**config.mk**
```make
export PLATFORM = sky130hd
export DESIGN_NAME = arp_cache_responder_unit
export DESIGN_NICKNAME = d
export VERILOG_FILES = /design/src/rtl/arpc_pkg.sv /design/src/rtl/arpc_ctrl.sv /design/src/rtl/arpc_dp.sv /design/src/rtl/arp_cache_responder_unit.sv
export VERILOG_INCLUDE_DIRS = /design/src /design/src/rtl
export SDC_FILE = /design/constraint.sdc
export NUM_CORES = 2
export LEC_CHECK = 0
export BUFFER_PORTS_ARGS = -buffer_cell sky130_fd_sc_hd__buf_2
export CORE_ASPECT_RATIO = 1.4
export CORE_UTILIZATION = 60
export DETAILED_ROUTE_END_ITERATION = 16
export PLACE_DENSITY = 0.89
export SYNTH_ARGS = -nofsm -noshare
export SYNTH_HDL_FRONTEND = slang
export SYNTH_SLANG_ARGS = --single-unit
```
**constraint.sdc**
```tcl
create_clock -name clk -period 27.9 [get_ports clk]
set_clock_uncertainty 0.05 [all_clocks]
set_input_delay 1.395 -clock clk [delete_from_list [all_inputs] [get_ports clk]]
set_output_delay 1.395 -clock clk [all_outputs]
set_load 0.05 [all_outputs]
```
**src/rtl/assert_macros.svh**
```systemverilog
// assertion macros shared by the arp cache responder modules
`ifndef ASSERT_MACROS_SVH
`define ASSERT_MACROS_SVH

`ifndef SYNTHESIS
`define ARPC_ASSERT(lbl, clk, rst_n, prop, msg) \
  lbl: assert property (@(posedge clk) disable iff (!rst_n) (prop)) else $error(msg);
`define ARPC_ASSERT_IMP(lbl, clk, rst_n, ante, cons, msg) \
  lbl: assert property (@(posedge clk) disable iff (!rst_n) (ante) |-> (cons)) else $error(msg);
`define ARPC_ASSERT_NXT(lbl, clk, rst_n, ante, cons, msg) \
  lbl: assert property (@(posedge clk) disable iff (!rst_n) (ante) |=> (cons)) else $error(msg);
`else
`define ARPC_ASSERT(lbl, clk, rst_n, prop, msg)
`define ARPC_ASSERT_IMP(lbl, clk, rst_n, ante, cons, msg)
`define ARPC_ASSERT_NXT(lbl, clk, rst_n, ante, cons, msg)
`endif

`endif

```
**src/rtl/arpc_pkg.sv**
```systemverilog
// shared types and constants of the arp cache responder
`timescale 1ns / 1ps

package arpc_pkg;

  localparam int CACHE_ENTRIES_DEF = 16;

  localparam int CFG_ADDR_W = 2;
  localparam int CFG_DATA_W = 48;

  localparam logic [CFG_ADDR_W-1:0] CFG_OWN_IP     = 2'd0;
  localparam logic [CFG_ADDR_W-1:0] CFG_OWN_MAC    = 2'd1;
  localparam logic [CFG_ADDR_W-1:0] CFG_GATEWAY_IP = 2'd2;
  localparam logic [CFG_ADDR_W-1:0] CFG_NET_MASK   = 2'd3;

  localparam logic [15:0] HTYPE_ETHERNET = 16'h0001;
  localparam logic [15:0] PTYPE_IPV4     = 16'h0800;
  localparam logic [7:0]  HLEN_ETHERNET  = 8'd6;
  localparam logic [7:0]  PLEN_IPV4      = 8'd4;
  localparam logic [15:0] OPC_REQUEST    = 16'h0001;
  localparam logic [15:0] OPC_REPLY      = 16'h0002;

  localparam logic [1:0] FOP_NONE    = 2'd0;
  localparam logic [1:0] FOP_REQUEST = 2'd1;
  localparam logic [1:0] FOP_REPLY   = 2'd2;

  localparam logic [2:0] ST_HIT      = 3'd0;
  localparam logic [2:0] ST_MISS     = 3'd1;
  localparam logic [2:0] ST_REPLIED  = 3'd2;
  localparam logic [2:0] ST_LEARNED  = 3'd3;
  localparam logic [2:0] ST_NOT_OURS = 3'd4;
  localparam logic [2:0] ST_BAD      = 3'd5;

  localparam logic [47:0] BCAST_MAC = 48'hFFFF_FFFF_FFFF;

  localparam logic OP_LOOKUP = 1'b0;
  localparam logic OP_PACKET = 1'b1;

  typedef struct packed {
    logic        operation;
    logic [31:0] query_ip;
    logic [15:0] hw_type;
    logic [15:0] proto_type;
    logic [7:0]  hw_addr_len;
    logic [7:0]  proto_addr_len;
    logic [15:0] arp_opcode;
    logic [47:0] sender_mac;
    logic [31:0] sender_ip;
    logic [31:0] target_ip;
  } arpc_in_t;

  typedef struct packed {
    logic [2:0]  status;
    logic [47:0] resolved_mac;
    logic        send_frame;
    logic [47:0] frame_dest_mac;
    logic [1:0]  frame_opcode;
    logic [47:0] frame_target_mac;
    logic [31:0] frame_target_ip;
  } arpc_out_t;

  typedef struct packed {
    logic load;
    logic scan_run;
    logic learn;
    logic emit;
  } arpc_cmd_t;

  typedef struct packed {
    logic scan_done;
    logic out_free;
  } arpc_sts_t;

endpackage

```
**src/rtl/arpc_ctrl.sv**
```systemverilog
// sequencing fsm: accept, cache scan, result and cache update
`timescale 1ns / 1ps
`include "assert_macros.svh"

module arpc_ctrl (
  input  logic                clk,
  input  logic                rst_n,
  input  logic                in_valid,
  output logic                in_ready,
  input  arpc_pkg::arpc_sts_t sts,
  output arpc_pkg::arpc_cmd_t cmd
);

  localparam logic [1:0] S_IDLE = 2'd0;
  localparam logic [1:0] S_SCAN = 2'd1;
  localparam logic [1:0] S_RESP = 2'd2;

  logic [1:0] state_r;
  logic [1:0] state_nxt;

  always_comb begin
    state_nxt    = state_r;
    cmd          = '0;
    in_ready     = 1'b0;
    case (state_r)
      S_IDLE: begin
        in_ready = 1'b1;
        if (in_valid) begin
          cmd.load  = 1'b1;
          state_nxt = S_SCAN;
        end
      end
      S_SCAN: begin
        cmd.scan_run = 1'b1;
        if (sts.scan_done) begin
          state_nxt = S_RESP;
        end
      end
      S_RESP: begin
        // wait for the output register, then update the cache with the same edge
        if (sts.out_free) begin
          cmd.emit  = 1'b1;
          cmd.learn = 1'b1;
          state_nxt = S_IDLE;
        end
      end
      default: begin
        state_nxt = S_IDLE;
      end
    endcase
  end

  always_ff @(posedge clk) begin
    if (!rst_n) begin
      state_r <= S_IDLE;
    end else begin
      state_r <= state_nxt;
    end
  end

  `ARPC_ASSERT_IMP(a_emit_free, clk, rst_n, cmd.emit, sts.out_free, "emit while output busy")
  `ARPC_ASSERT_NXT(a_load_scan, clk, rst_n, cmd.load, state_r == S_SCAN, "no scan after load")
  `ARPC_ASSERT_IMP(a_learn_emit, clk, rst_n, cmd.learn, cmd.emit, "learn without result")

endmodule

```
**src/rtl/arpc_dp.sv**
```systemverilog
// datapath: config registers, cache memory, scan and result register
`timescale 1ns / 1ps
`include "assert_macros.svh"

module arpc_dp #(
  parameter int CACHE_ENTRIES = arpc_pkg::CACHE_ENTRIES_DEF
) (
  input  logic                            clk,
  input  logic                            rst_n,
  input  logic                            cfg_we,
  input  logic [arpc_pkg::CFG_ADDR_W-1:0] cfg_addr,
  input  logic [arpc_pkg::CFG_DATA_W-1:0] cfg_wdata,
  input  arpc_pkg::arpc_in_t              in_data,
  input  arpc_pkg::arpc_cmd_t             cmd,
  output arpc_pkg::arpc_sts_t             sts,
  output logic                            out_valid,
  input  logic                            out_ready,
  output arpc_pkg::arpc_out_t             out_data
);

  localparam int IDX_W = $clog2(CACHE_ENTRIES);
  localparam int CNT_W = $clog2(CACHE_ENTRIES + 1);
  localparam logic [CNT_W-1:0] CNT_END = CNT_W'(CACHE_ENTRIES);

  // configuration
  logic [31:0] own_ip_r;
  logic [47:0] own_mac_r;
  logic [31:0] gateway_ip_r;
  logic [31:0] net_mask_r;

  always_ff @(posedge clk) begin
    if (!rst_n) begin
      own_ip_r     <= '0;
      own_mac_r    <= '0;
      gateway_ip_r <= '0;
      net_mask_r   <= '0;
    end else if (cfg_we) begin
      case (cfg_addr)
        arpc_pkg::CFG_OWN_IP:     own_ip_r     <= cfg_wdata[31:0];
        arpc_pkg::CFG_OWN_MAC:    own_mac_r    <= cfg_wdata[47:0];
        arpc_pkg::CFG_GATEWAY_IP: gateway_ip_r <= cfg_wdata[31:0];
        arpc_pkg::CFG_NET_MASK:   net_mask_r   <= cfg_wdata[31:0];
        default: ;
      endcase
    end
  end

  // item capture
  arpc_pkg::arpc_in_t item_r;
  logic [31:0]        ip_r;
  logic               bad_r;
  logic               off_net;
  logic               bad_hdr;

  assign off_net = (in_data.query_ip & net_mask_r) != (gateway_ip_r & net_mask_r);
  assign bad_hdr = (in_data.hw_type != arpc_pkg::HTYPE_ETHERNET)
                || (in_data.proto_type != arpc_pkg::PTYPE_IPV4)
                || (in_data.hw_addr_len != arpc_pkg::HLEN_ETHERNET)
                || (in_data.proto_addr_len != arpc_pkg::PLEN_IPV4)
                || ((in_data.arp_opcode != arpc_pkg::OPC_REQUEST)
                    && (in_data.arp_opcode != arpc_pkg::OPC_REPLY));

  always_ff @(posedge clk) begin
    if (cmd.load) begin
      item_r <= in_data;
      ip_r   <= off_net ? gateway_ip_r : in_data.query_ip;
      bad_r  <= bad_hdr;
    end
  end

  // cache storage
  logic [47:0]              mem_mac [CACHE_ENTRIES];
  logic [31:0]              mem_ip  [CACHE_ENTRIES];
  logic [CACHE_ENTRIES-1:0] valid_r;
  logic [CACHE_ENTRIES-1:0] valid_nxt;

  logic [CNT_W-1:0] cnt_r;
  logic [IDX_W-1:0] scan_idx;
  logic             scan_live;
  logic             rd_act_r;
  logic             rd_vld_r;
  logic [47:0]      rd_mac_r;
  logic [31:0]      rd_ip_r;
  logic             hit_found_r;
  logic [47:0]      hit_mac_r;
  logic             free_found_r;
  logic [IDX_W-1:0] free_idx_r;
  logic             learn_en;
  logic [IDX_W-1:0] wr_idx;

  assign scan_idx  = cnt_r[IDX_W-1:0];
  assign scan_live = cmd.scan_run && (cnt_r < CNT_END);
  assign learn_en  = cmd.learn && (item_r.operation == arpc_pkg::OP_PACKET) && !bad_r;
  assign wr_idx    = free_found_r ? free_idx_r : '0;

  always_comb begin
    valid_nxt = valid_r;
    if (learn_en) begin
      valid_nxt[wr_idx] = 1'b1;
    end
  end

  always_ff @(posedge clk) begin
    if (!rst_n) begin
      valid_r <= '0;
    end else begin
      valid_r <= valid_nxt;
    end
  end

  always_ff @(posedge clk) begin
    if (learn_en) begin
      mem_mac[wr_idx] <= item_r.sender_mac;
      mem_ip[wr_idx]  <= item_r.sender_ip;
    end
    if (scan_live) begin
      rd_mac_r <= mem_mac[scan_idx];
      rd_ip_r  <= mem_ip[scan_idx];
      rd_vld_r <= valid_r[scan_idx];
    end
  end

  // one entry read per cycle, compared in the next cycle from the read registers; first match and first hole win
  always_ff @(posedge clk) begin
    if (!rst_n) begin
      cnt_r        <= '0;
      rd_act_r     <= 1'b0;
      hit_found_r  <= 1'b0;
      free_found_r <= 1'b0;
    end else if (cmd.load) begin
      cnt_r        <= '0;
      rd_act_r     <= 1'b0;
      hit_found_r  <= 1'b0;
      free_found_r <= 1'b0;
    end else if (cmd.scan_run) begin
      rd_act_r <= scan_live;
      if (scan_live) begin
        cnt_r <= cnt_r + CNT_W'(1);
        if (!valid_r[scan_idx] && !free_found_r) begin
          free_found_r <= 1'b1;
          free_idx_r   <= scan_idx;
        end
      end
      if (rd_act_r && rd_vld_r && (rd_ip_r == ip_r) && !hit_found_r) begin
        hit_found_r <= 1'b1;
        hit_mac_r   <= rd_mac_r;
      end
    end
  end

  assign sts.scan_done = (cnt_r == CNT_END) && !rd_act_r;

  // result
  arpc_pkg::arpc_out_t res;

  always_comb begin
    res = '0;
    if (item_r.operation == arpc_pkg::OP_LOOKUP) begin
      if (hit_found_r) begin
        res.status       = arpc_pkg::ST_HIT;
        res.resolved_mac = hit_mac_r;
      end else begin
        res.status          = arpc_pkg::ST_MISS;
        res.send_frame      = 1'b1;
        res.frame_dest_mac  = arpc_pkg::BCAST_MAC;
        res.frame_opcode    = arpc_pkg::FOP_REQUEST;
        res.frame_target_ip = ip_r;
      end
    end else if (bad_r) begin
      res.status = arpc_pkg::ST_BAD;
    end else if (item_r.arp_opcode == arpc_pkg::OPC_REPLY) begin
      res.status = arpc_pkg::ST_LEARNED;
    end else if (item_r.target_ip != own_ip_r) begin
      res.status = arpc_pkg::ST_NOT_OURS;
    end else begin
      res.status           = arpc_pkg::ST_REPLIED;
      res.send_frame       = 1'b1;
      res.frame_dest_mac   = item_r.sender_mac;
      res.frame_opcode     = arpc_pkg::FOP_REPLY;
      res.frame_target_mac = item_r.sender_mac;
      res.frame_target_ip  = item_r.sender_ip;
    end
  end

  // output register
  logic                out_valid_r;
  logic                out_valid_nxt;
  arpc_pkg::arpc_out_t out_data_r;

  always_comb begin
    out_valid_nxt = out_valid_r;
    if (cmd.emit) begin
      out_valid_nxt = 1'b1;
    end else if (out_ready) begin
      out_valid_nxt = 1'b0;
    end
  end

  always_ff @(posedge clk) begin
    if (!rst_n) begin
      out_valid_r <= 1'b0;
    end else begin
      out_valid_r <= out_valid_nxt;
    end
  end

  always_ff @(posedge clk) begin
    if (cmd.emit) begin
      out_data_r <= res;
    end
  end

  assign sts.out_free = !out_valid_r || out_ready;
  assign out_valid    = out_valid_r;
  assign out_data     = out_data_r;

  `ARPC_ASSERT(a_cnt_range, clk, rst_n, cnt_r <= CNT_END, "scan counter past cache depth")
  `ARPC_ASSERT_NXT(a_emit_valid, clk, rst_n, cmd.emit, out_valid_r, "result not presented")
  `ARPC_ASSERT_IMP(a_done_quiet, clk, rst_n, sts.scan_done && cmd.scan_run, !scan_live,
                   "memory read after scan end")

endmodule

```
**src/rtl/arp_cache_responder_unit.sv**
```systemverilog
// top level of the arp cache responder
`timescale 1ns / 1ps
// ARP cache with a small responder.
// in_valid/in_ready/in_data carry one item: a lookup (resolve an IPv4 address,
// off-subnet addresses go to the gateway) or a decoded received ARP packet.
// out_valid/out_ready/out_data carry exactly one result item per input item.
// cfg_we/cfg_addr/cfg_wdata write own_ip, own_mac, gateway_ip and net_mask;
// write them only while the block is idle.
// For each item the sequencer walks the cache one entry per cycle through
// the single read port of the entry memory, then, once the output register
// is free, presents the result and stores a learned sender in the same
// cycle. One item is in flight at a time, so a new item is accepted only
// after the previous result has been written to the output register.
// A finished result waits in the output register; while it is stalled the
// next item may be accepted and scanned, and its result waits until the
// output register is taken.
// Reset empties the cache (valid bits cleared at once), zeroes the
// configuration and drops any pending result.
module arp_cache_responder_unit #(
  parameter int CACHE_ENTRIES = arpc_pkg::CACHE_ENTRIES_DEF
) (
  input  logic                            clk,
  input  logic                            rst_n,
  input  logic                            cfg_we,
  input  logic [arpc_pkg::CFG_ADDR_W-1:0] cfg_addr,
  input  logic [arpc_pkg::CFG_DATA_W-1:0] cfg_wdata,
  input  logic                            in_valid,
  output logic                            in_ready,
  input  arpc_pkg::arpc_in_t              in_data,
  output logic                            out_valid,
  input  logic                            out_ready,
  output arpc_pkg::arpc_out_t             out_data
);

  arpc_pkg::arpc_cmd_t cmd;
  arpc_pkg::arpc_sts_t sts;

  arpc_ctrl u_ctrl (
    .clk      (clk),
    .rst_n    (rst_n),
    .in_valid (in_valid),
    .in_ready (in_ready),
    .sts      (sts),
    .cmd      (cmd)
  );

  arpc_dp #(
    .CACHE_ENTRIES (CACHE_ENTRIES)
  ) u_dp (
    .clk       (clk),
    .rst_n     (rst_n),
    .cfg_we    (cfg_we),
    .cfg_addr  (cfg_addr),
    .cfg_wdata (cfg_wdata),
    .in_data   (in_data),
    .cmd       (cmd),
    .sts       (sts),
    .out_valid (out_valid),
    .out_ready (out_ready),
    .out_data  (out_data)
  );

endmodule

```
# Word level (Yosys, flattened, before mapping)
# Memory sizes are Yosys's and may differ from the RTL's. A register that Yosys moved wholly into a read port is not among the register bits.
# Cells that the tools add are included.
[classes]
n_addsub = 1
n_lt_le_gt_ge = 4
n_eq_ne = 18
muxes = 32
bitwise_logic = 7
reduce_logical = 36
[op_table]
columns = ["cell", "count"]
rows = [
  ["two-way mux 131 bit", 3],
  ["two-way mux 51 bit", 2],
  ["two-way mux 32 bit", 3],
  ["bitwise AND 32 bit", 2],
  ["inequality test 32 bit", 2],
  ["equality test 32 bit", 1],
  ["inequality test 16 x 1 -> 1 bit (second input constant)", 2],
  ["equality test 16 x 2 -> 1 bit (second input constant)", 1],
  ["inequality test 16 x 12 -> 1 bit (second input constant)", 1],
  ["inequality test 16 x 2 -> 1 bit (second input constant)", 1],
  ["inequality test 8 x 3 -> 1 bit (second input constant)", 2],
  ["OR 16 bit", 1],
  ["two-way mux 3 bit", 4],
  ["two-way mux 1 bit", 11],
  ["logical AND 1 bit", 10],
  ["< comparator 4 x 5 -> 1 bit (second input constant)", 2],
  ["two-way mux 2 bit", 5],
  ["AND reduction 2 bit", 5],
  ["equality test 2 bit (second input constant)", 3],
  ["logical NOT 1 bit", 6],
  ["inequality test 2 bit (second input constant)", 3],
  ["case mux 2 bit (3 select lines)", 1],
  ["AND reduction 3 bit", 2],
  ["adder 5 x 1 -> 5 bit (second input constant)", 1],
  ["15 further kinds", 24],
]
[totals]
ff_bits = 520
ramBits = 1280
inputBits = 264
elab_cells = 127
mem_count = 2
[mem_list]
columns = ["name", "depth", "word_bits", "read_ports", "rd_ports_with_merged_regs", "write_ports", "line_no", "text"]
rows = [
  ["u_dp.mem_mac", 16, 48, 1, 1, 1, "arpc_dp.sv:72", "logic [47:0] mem_mac [CACHE_ENTRIES];"],
  ["u_dp.mem_ip", 16, 32, 1, 1, 1, "arpc_dp.sv:73", "logic [31:0] mem_ip [CACHE_ENTRIES];"],
]

# Longest topological paths before layout
[logic_depth]
word_depth = 8
mapped_depth = 8
depth_no_buf = 5

# Modules after synthesis
# Synthesis repeated with hierarchy kept, for this count alone.
[unflattened]
cells_unflattened = 3210
hier_area_um2 = 70071.0
[modules_own_cells]
columns = ["module", "n_inst", "cells_per_inst", "area_each_um2"]
rows = [
  ["arpc_dp", 1, 3197, 69958.3],
  ["arpc_ctrl", 1, 13, 112.6],
]

# Worst setup path before layout
# Ideal clock, no wire load.
[synth_timing]
path_type = "in2reg"
startpoint = "in out_ready"
endpoint = "reg u_dp.out_data_r, in the netlist u_dp.out_data[0] (enable)"
arrival_time_ns = 8.982
path_slack_ns = 18.141
stages = 2
cell_sequence = "nor2b_1 nor2_1"
[synth_lines]
columns = ["element", "line_no", "text"]
rows = [
  ["start, declared", "arp_cache_responder_unit.sv:31", "input logic out_ready,"],
  ["end signal, assigned", "arpc_dp.sv:209", "out_data_r <= res;"],
  ["end, declared", "arpc_dp.sv:188", "arpc_pkg::arpc_out_t out_data_r;"],
]

# Final worst setup path
[layout_timing]
startpoint = "in out_ready"
endpoint = "mem u_dp.mem_mac[5][25] (enable)"
[layout_between]
elab_chain_len = 7
[layout_lines]
columns = ["element", "line_no", "text"]
rows = [
  ["logical OR 1 bit", "arpc_dp.sv:213", "assign sts.out_free = !out_valid_r || out_ready;"],
  ["two-way mux 2 bit", "arpc_ctrl.sv:41", "if (sts.out_free) begin"],
  ["two-way mux 2 bit", "arpc_ctrl.sv:25", "case (state_r)"],
  ["logical AND 1 bit (2 in series)", "arpc_dp.sv:93", "assign learn_en = cmd.learn && (item_r.operation == arpc_pkg::OP_PACKET) && !bad_r;"],
  ["two-way mux 1 bit", "arpc_dp.sv:112", "if (learn_en) begin"],
  ["two-way mux 1 bit (implied by the code)", "arpc_dp.sv:113", "mem_mac[wr_idx] <= item_r.sender_mac;"],
  ["end, declared", "arpc_dp.sv:72", ""],
]
# Every way passes these cells.

==> impl_results.html <==
<table>
<tr><th>Metric</th><th>Value</th></tr>
<tr><th colspan="2">Synthesis</th></tr>
<tr><td>Portion of synthesized cell area occupied by the leading cell type</td><td>75.3%</td></tr>
<tr><td>Number of storage elements in the synthesis netlist</td><td>1,880</td></tr>
<tr><td>Top FF cell, synth</td><td>sky130_fd_sc_hd__edfxtp_1</td></tr>
<tr><td>Synth cell types</td><td>40</td></tr>
<tr><td>Syn Std Cell Area</td><td>0.0700 mm²</td></tr>
<tr><td>Synthesized netlist net count</td><td>3,473</td></tr>
<tr><td>Top cells by area, synth</td><td>sky130_fd_sc_hd__edfxtp_1 75%, sky130_fd_sc_hd__mux4_2 13%, sky130_fd_sc_hd__dfxtp_1 3.5%</td></tr>
<tr><td>Number of flops mapped to enable cells by yosys</td><td>1,757</td></tr>
<tr><td>Syn Inst Count</td><td>3,208</td></tr>
<tr><td>Yosys warning total</td><td>0</td></tr>
<tr><td>Average footprint of a synthesized cell</td><td>21.8 µm²</td></tr>
<tr><td>Most area-hungry cell type in the Yosys netlist</td><td>sky130_fd_sc_hd__edfxtp_1</td></tr>
<tr><td>Portion of the post-synthesis area used by sequential elements</td><td>78.8%</td></tr>
<tr><td>Proportion of synthesized flip-flops having asynchronous set or reset</td><td>0%</td></tr>
<tr><th colspan="2">Routing</th></tr>
<tr><td>Average wire per cell in the routed design</td><td>36.4 µm</td></tr>
<tr><td>First-iteration detailed-routing DRC count</td><td>5,301</td></tr>
<tr><td>Wire length after detailed routing</td><td>195 mm</td></tr>
<tr><td>Vias per Instance</td><td>6.93</td></tr>
<tr><td>Via count of the routed design</td><td>37,100</td></tr>
<tr><td>Drt pass-1 iters</td><td>5</td></tr>
<tr><td>Post-route DRC violation count</td><td>0</td></tr>
<tr><td>Number of nets with antenna violations after routing</td><td>0</td></tr>
<tr><th colspan="2">Worst setup path</th></tr>
<tr><td>Sort of element at the start of the critical path</td><td>input pin</td></tr>
<tr><td>Crit-path slowest cell</td><td>sky130_fd_sc_hd__nor2_4</td></tr>
<tr><td>Critical R2R Launch</td><td>u_dp.cnt_r[0]</td></tr>
<tr><td>Reg2Reg Setup Slack</td><td>22.81 ns</td></tr>
<tr><td>CP endpoint kind</td><td>flip-flop</td></tr>
<tr><td>Data arrival, critical path</td><td>5.62 ns</td></tr>
<tr><td>Required time worst endpoint</td><td>28.27 ns</td></tr>
<tr><td>Delay contributed by the slowest stage of the critical path</td><td>0.88 ns</td></tr>
<tr><td>CP Class</td><td>input pin to flip-flop</td></tr>
<tr><td>Count of cells along the worst register-to-register path</td><td>5</td></tr>
<tr><td>Critical path, cell by cell</td><td>buf_2 &gt; nor2b_1 &gt; nor4b_2 &gt; nand4b_1 &gt; nor2_4 &gt; buf_4 &gt; buf_4</td></tr>
<tr><td>Worst path buffer plus inverter count</td><td>3</td></tr>
<tr><td>Reg2Reg Capture Point</td><td>u_dp.rd_mac_r[41]</td></tr>
<tr><td>Kind of cell with the highest combined delay on the critical path</td><td>simple AND/OR/NAND/NOR gates</td></tr>
<tr><td>Critical path fanouts, max</td><td>44</td></tr>
<tr><td>CP dominant cell by count</td><td>sky130_fd_sc_hd__buf_4</td></tr>
<tr><th colspan="2">Placement</th></tr>
<tr><td>Final estimated routing congestion in global placement</td><td>0.908</td></tr>
<tr><td>Cell total after placement</td><td>5,037</td></tr>
<tr><td>Count of input and output buffers</td><td>431</td></tr>
<tr><td>Estimated wirelength of the detail-placed design</td><td>101 mm</td></tr>
<tr><th colspan="2">Timing</th></tr>
<tr><td>Endpoints failing setup</td><td>0</td></tr>
<tr><td>Final Hold Vio Count</td><td>0</td></tr>
<tr><td>Highest achievable clock rate</td><td>190 MHz</td></tr>
<tr><td>Final total negative setup slack</td><td>0 ns</td></tr>
<tr><td>Actual transition at the worst max-transition pin</td><td>1.27 ns</td></tr>
<tr><td>Final period demand of the worst path</td><td>5.25 ns</td></tr>
<tr><td>Post-route fraction of the period consumed by the critical path</td><td>18.8%</td></tr>
<tr><td>Setup repair after global routing missed its margin</td><td>false</td></tr>
<tr><td>Number of max-slew violations in the final report</td><td>0</td></tr>
<tr><td>Rel. slew slack</td><td>15.1%</td></tr>
<tr><th colspan="2">Clock network</th></tr>
<tr><td>Clock root buffer</td><td>sky130_fd_sc_hd__clkbuf_16</td></tr>
<tr><td>Number of clock sinks</td><td>1,880</td></tr>
<tr><td>CTS tree</td><td>yes</td></tr>
<tr><td>Clock buffers created by TritonCTS</td><td>165</td></tr>
<tr><td>CTS Hold Bufs</td><td>0</td></tr>
<tr><td>Post_cts resized</td><td>0</td></tr>
<tr><td>Reg clk slew, reported paths</td><td>0.06 ns</td></tr>
<tr><td>Clock insertion delay at the later pin of the skew report</td><td>0.82 ns</td></tr>
<tr><td>Max H-tree Level</td><td>4</td></tr>
<tr><td>Setup fix buffers added after clock tree synthesis</td><td>0</td></tr>
<tr><td>Maximum count of clock buffers along a single path</td><td>3</td></tr>
<tr><th colspan="2">Worst hold path</th></tr>
<tr><td>Source of the worst hold timing path</td><td>u_dp.rd_mac_r[6]</td></tr>
<tr><td>Path category of the worst min-delay check</td><td>flip-flop to flip-flop</td></tr>
<tr><td>Hold depth</td><td>0</td></tr>
<tr><td>Terminating pin of the worst hold path</td><td>u_dp.hit_mac_r[6]</td></tr>
<tr><th colspan="2">Pwr</th></tr>
<tr><td>Total power draw</td><td>5.71 mW</td></tr>
<tr><td>Portion of total power attributed to the clock network</td><td>41.1%</td></tr>
<tr><td>Proportion of power drawn by flip-flops and latches</td><td>55.4%</td></tr>
<tr><td>LEAKAGE</td><td>25.5 nW</td></tr>
<tr><td>Switching Share</td><td>21.5%</td></tr>
<tr><td>Internal cell power</td><td>4.48 mW</td></tr>
<tr><td>Power density relative to cell area</td><td>71.8 mW/mm²</td></tr>
<tr><td>Worst-case vdd ir drop</td><td>0.0765 mV</td></tr>
<tr><td>Switching power of the nets</td><td>1.23 mW</td></tr>
<tr><td>Share of total power in combinational logic</td><td>3.5%</td></tr>
<tr><th colspan="2">Floorplanning</th></tr>
<tr><td>Area of the die</td><td>0.118 mm²</td></tr>
<tr><td>Std-Cell Rows</td><td>147</td></tr>
<tr><td>Placeable core region</td><td>0.115 mm²</td></tr>
<tr><td>Die outline height</td><td>406 µm</td></tr>
<tr><td>Effective utilization at floorplan</td><td>60.8%</td></tr>
<tr><td>IO Pins</td><td>448</td></tr>
<tr><td>Die outline width</td><td>291 µm</td></tr>
<tr><th colspan="2">Run status</th></tr>
<tr><td>Status</td><td>finished, final reports clean</td></tr>
<tr><th colspan="2">Global routing</th></tr>
<tr><td>Pin count of the biggest net entering global routing</td><td>131</td></tr>
<tr><td>Global-route wire length before repair</td><td>274 mm</td></tr>
<tr><td>Total global routing overflow</td><td>0</td></tr>
<tr><td>Antenna violations before repair</td><td>16</td></tr>
<tr><td>Vias in the first global route</td><td>37,500</td></tr>
<tr><td>Gr usage total</td><td>33.3%</td></tr>
<tr><th colspan="2">Layout</th></tr>
<tr><td>Share of final-layout standard cells stronger than drive strength 1</td><td>30.4%</td></tr>
<tr><td>Reg area</td><td>0.0552 mm²</td></tr>
<tr><td>Multi-input gate area</td><td>0.0143 mm²</td></tr>
<tr><td>Post-layout instance count excluding filler cells</td><td>5,351</td></tr>
<tr><td>Number of nets in the layout</td><td>3,979</td></tr>
<tr><td>Synthesis-to-finish area growth</td><td>13.5%</td></tr>
<tr><td>Layout fillers</td><td>6,270</td></tr>
<tr><th colspan="2">Run</th></tr>
<tr><td>Max-cap viol count</td><td>0</td></tr>
</table>
[state kept, by name, summed over array words and instances, names as in the netlist, 2 cells and up]
| register | count |
|---|---|
| u_ctrl.state_r | 2 |
| u_dp.cnt_r | 5 |
| u_dp.free_idx_r | 4 |
| u_dp.gateway_ip_r | 32 |
| u_dp.hit_mac_r | 48 |
| u_dp.ip_r | 32 |
| u_dp.item_r | 129 |
| u_dp.mem_ip | 512 |
| u_dp.mem_mac | 768 |
| u_dp.net_mask_r | 32 |
| u_dp.out_data | 182 |
| u_dp.own_ip_r | 32 |
| u_dp.rd_ip_r | 32 |
| u_dp.rd_mac_r | 48 |
| u_dp.valid_r | 16 |
[power groups by stage]
stage | Sequential, mW | Clock, mW | Combinational (mW)
final | 3.16 | 2.34 | 0.199
after global routing | 3.17 | 2.45 | 0.207
after CTS | 3.16 | 2.36 | 0.197
after detailed placement | 3.22 | 0 | 0.190
after global placement | 3.22 | 0 | 0.184
after floorplan | 3.20 | 0 | 0.130
[cells in the mapped netlist (all sizes together) (3+ instances only)]
master / n
edfxtp: 1757
mux4: 404
nand2: 201
dfxtp: 123
and2: 99
clkbuf: 98
a21boi: 97
xor2: 67
buf: 59
a21o: 50
xnor2: 33
a22o: 32
mux2: 32
nor2: 31
nor4: 27
nand4: 20
o21a: 18
a22oi: 16
nor4b: 7
mux2i: 4
nand2b: 4
nand3b: 4
nand3: 3
nand4b: 3
nor2b: 3
[logic make-up after synthesis]
kind of cell / count (synthesis) / share of synthesized area, %
fa+ha+maj: 1 / 0.0179
buf+inv: 159 / 1.04
simple gates: 410 / 2.90
mux: 440 / 13.6
xor+xnor: 100 / 1.25
flops: 1880 / 78.8
compound gates: 218 / 2.38
[area by class of cell]
cell class / instances / share of cell area (%)
flip-flops and latches: 1880 / 69.5
multi-input cells: 1169 / 17.9
clock buffers: 207 / 5.51
repair buffers: 496 / 3.36
well taps: 1490 / 2.34
clock inverters: 94 / 1.32
diodes: 13 / 0.0409
inverters: 2 / 0.00944
[stage by stage]
step                      area [µm²]  worst slack [ns]  hold slack (ns)  utilization [%]
after global routing           79500             22.42            0.376             69.0
after CTS                      79500             22.19            0.371             69.0
final                          79500             22.65            0.365             69.1
after global placement         74000             22.02            0.353             64.3
after floorplan                70000             18.14            0.350                -
after detailed placement       74000             21.76            0.355             64.3
[cell usage in the layout, fill, tap and decap left out, drive strengths merged, types with 18 or more instances in the layout]
| master | synthesis | layout |
|---|---|---|
| mux4 | 404 | 404 |
| a21boi | 97 | 97 |
| a22o | 32 | 32 |
| o21a | 18 | 18 |
| buf | 59 | 496 |
| dfxtp | 123 | 123 |
| xor2 | 67 | 67 |
| clkinv | 0 | 58 |
| and2 | 99 | 99 |
| a21o | 50 | 50 |
| edfxtp | 1757 | 1757 |
| clkbuf | 98 | 207 |
| nor4 | 27 | 27 |
| mux2 | 32 | 32 |
| nand4 | 20 | 20 |
| nor2 | 31 | 31 |
| xnor2 | 33 | 33 |
| nand2 | 201 | 201 |
[routing by layer]
| metal | part of all wire, % | track usage (%) |
|---|---|---|
| met1 | 32 | 40.1 |
| met2 | 50 | 54.6 |
| met3 | 11 | 7.91 |
| met4 | 6.9 | 20.7 |
| met5 | 0.036 | 0 |
[how the worst max path moves through the flow]
stage	start	endpoint	slack, ns	depth (start not counted)
after floorplan	out_ready	u_dp.out_data[0]	18.14	2
after global placement	out_ready	u_dp.mem_mac[7][31]	22.02	7
after detailed placement	out_ready	u_dp.mem_ip[7][24]	21.76	7
after CTS	out_ready	u_dp.mem_mac[5][27]	22.19	7
after global routing	u_dp.cnt_r[0]	u_dp.rd_mac_r[41]	22.42	5
final	out_ready	u_dp.mem_mac[5][25]	22.65	7
No activity file was read; power rests on OpenSTA's default activity.
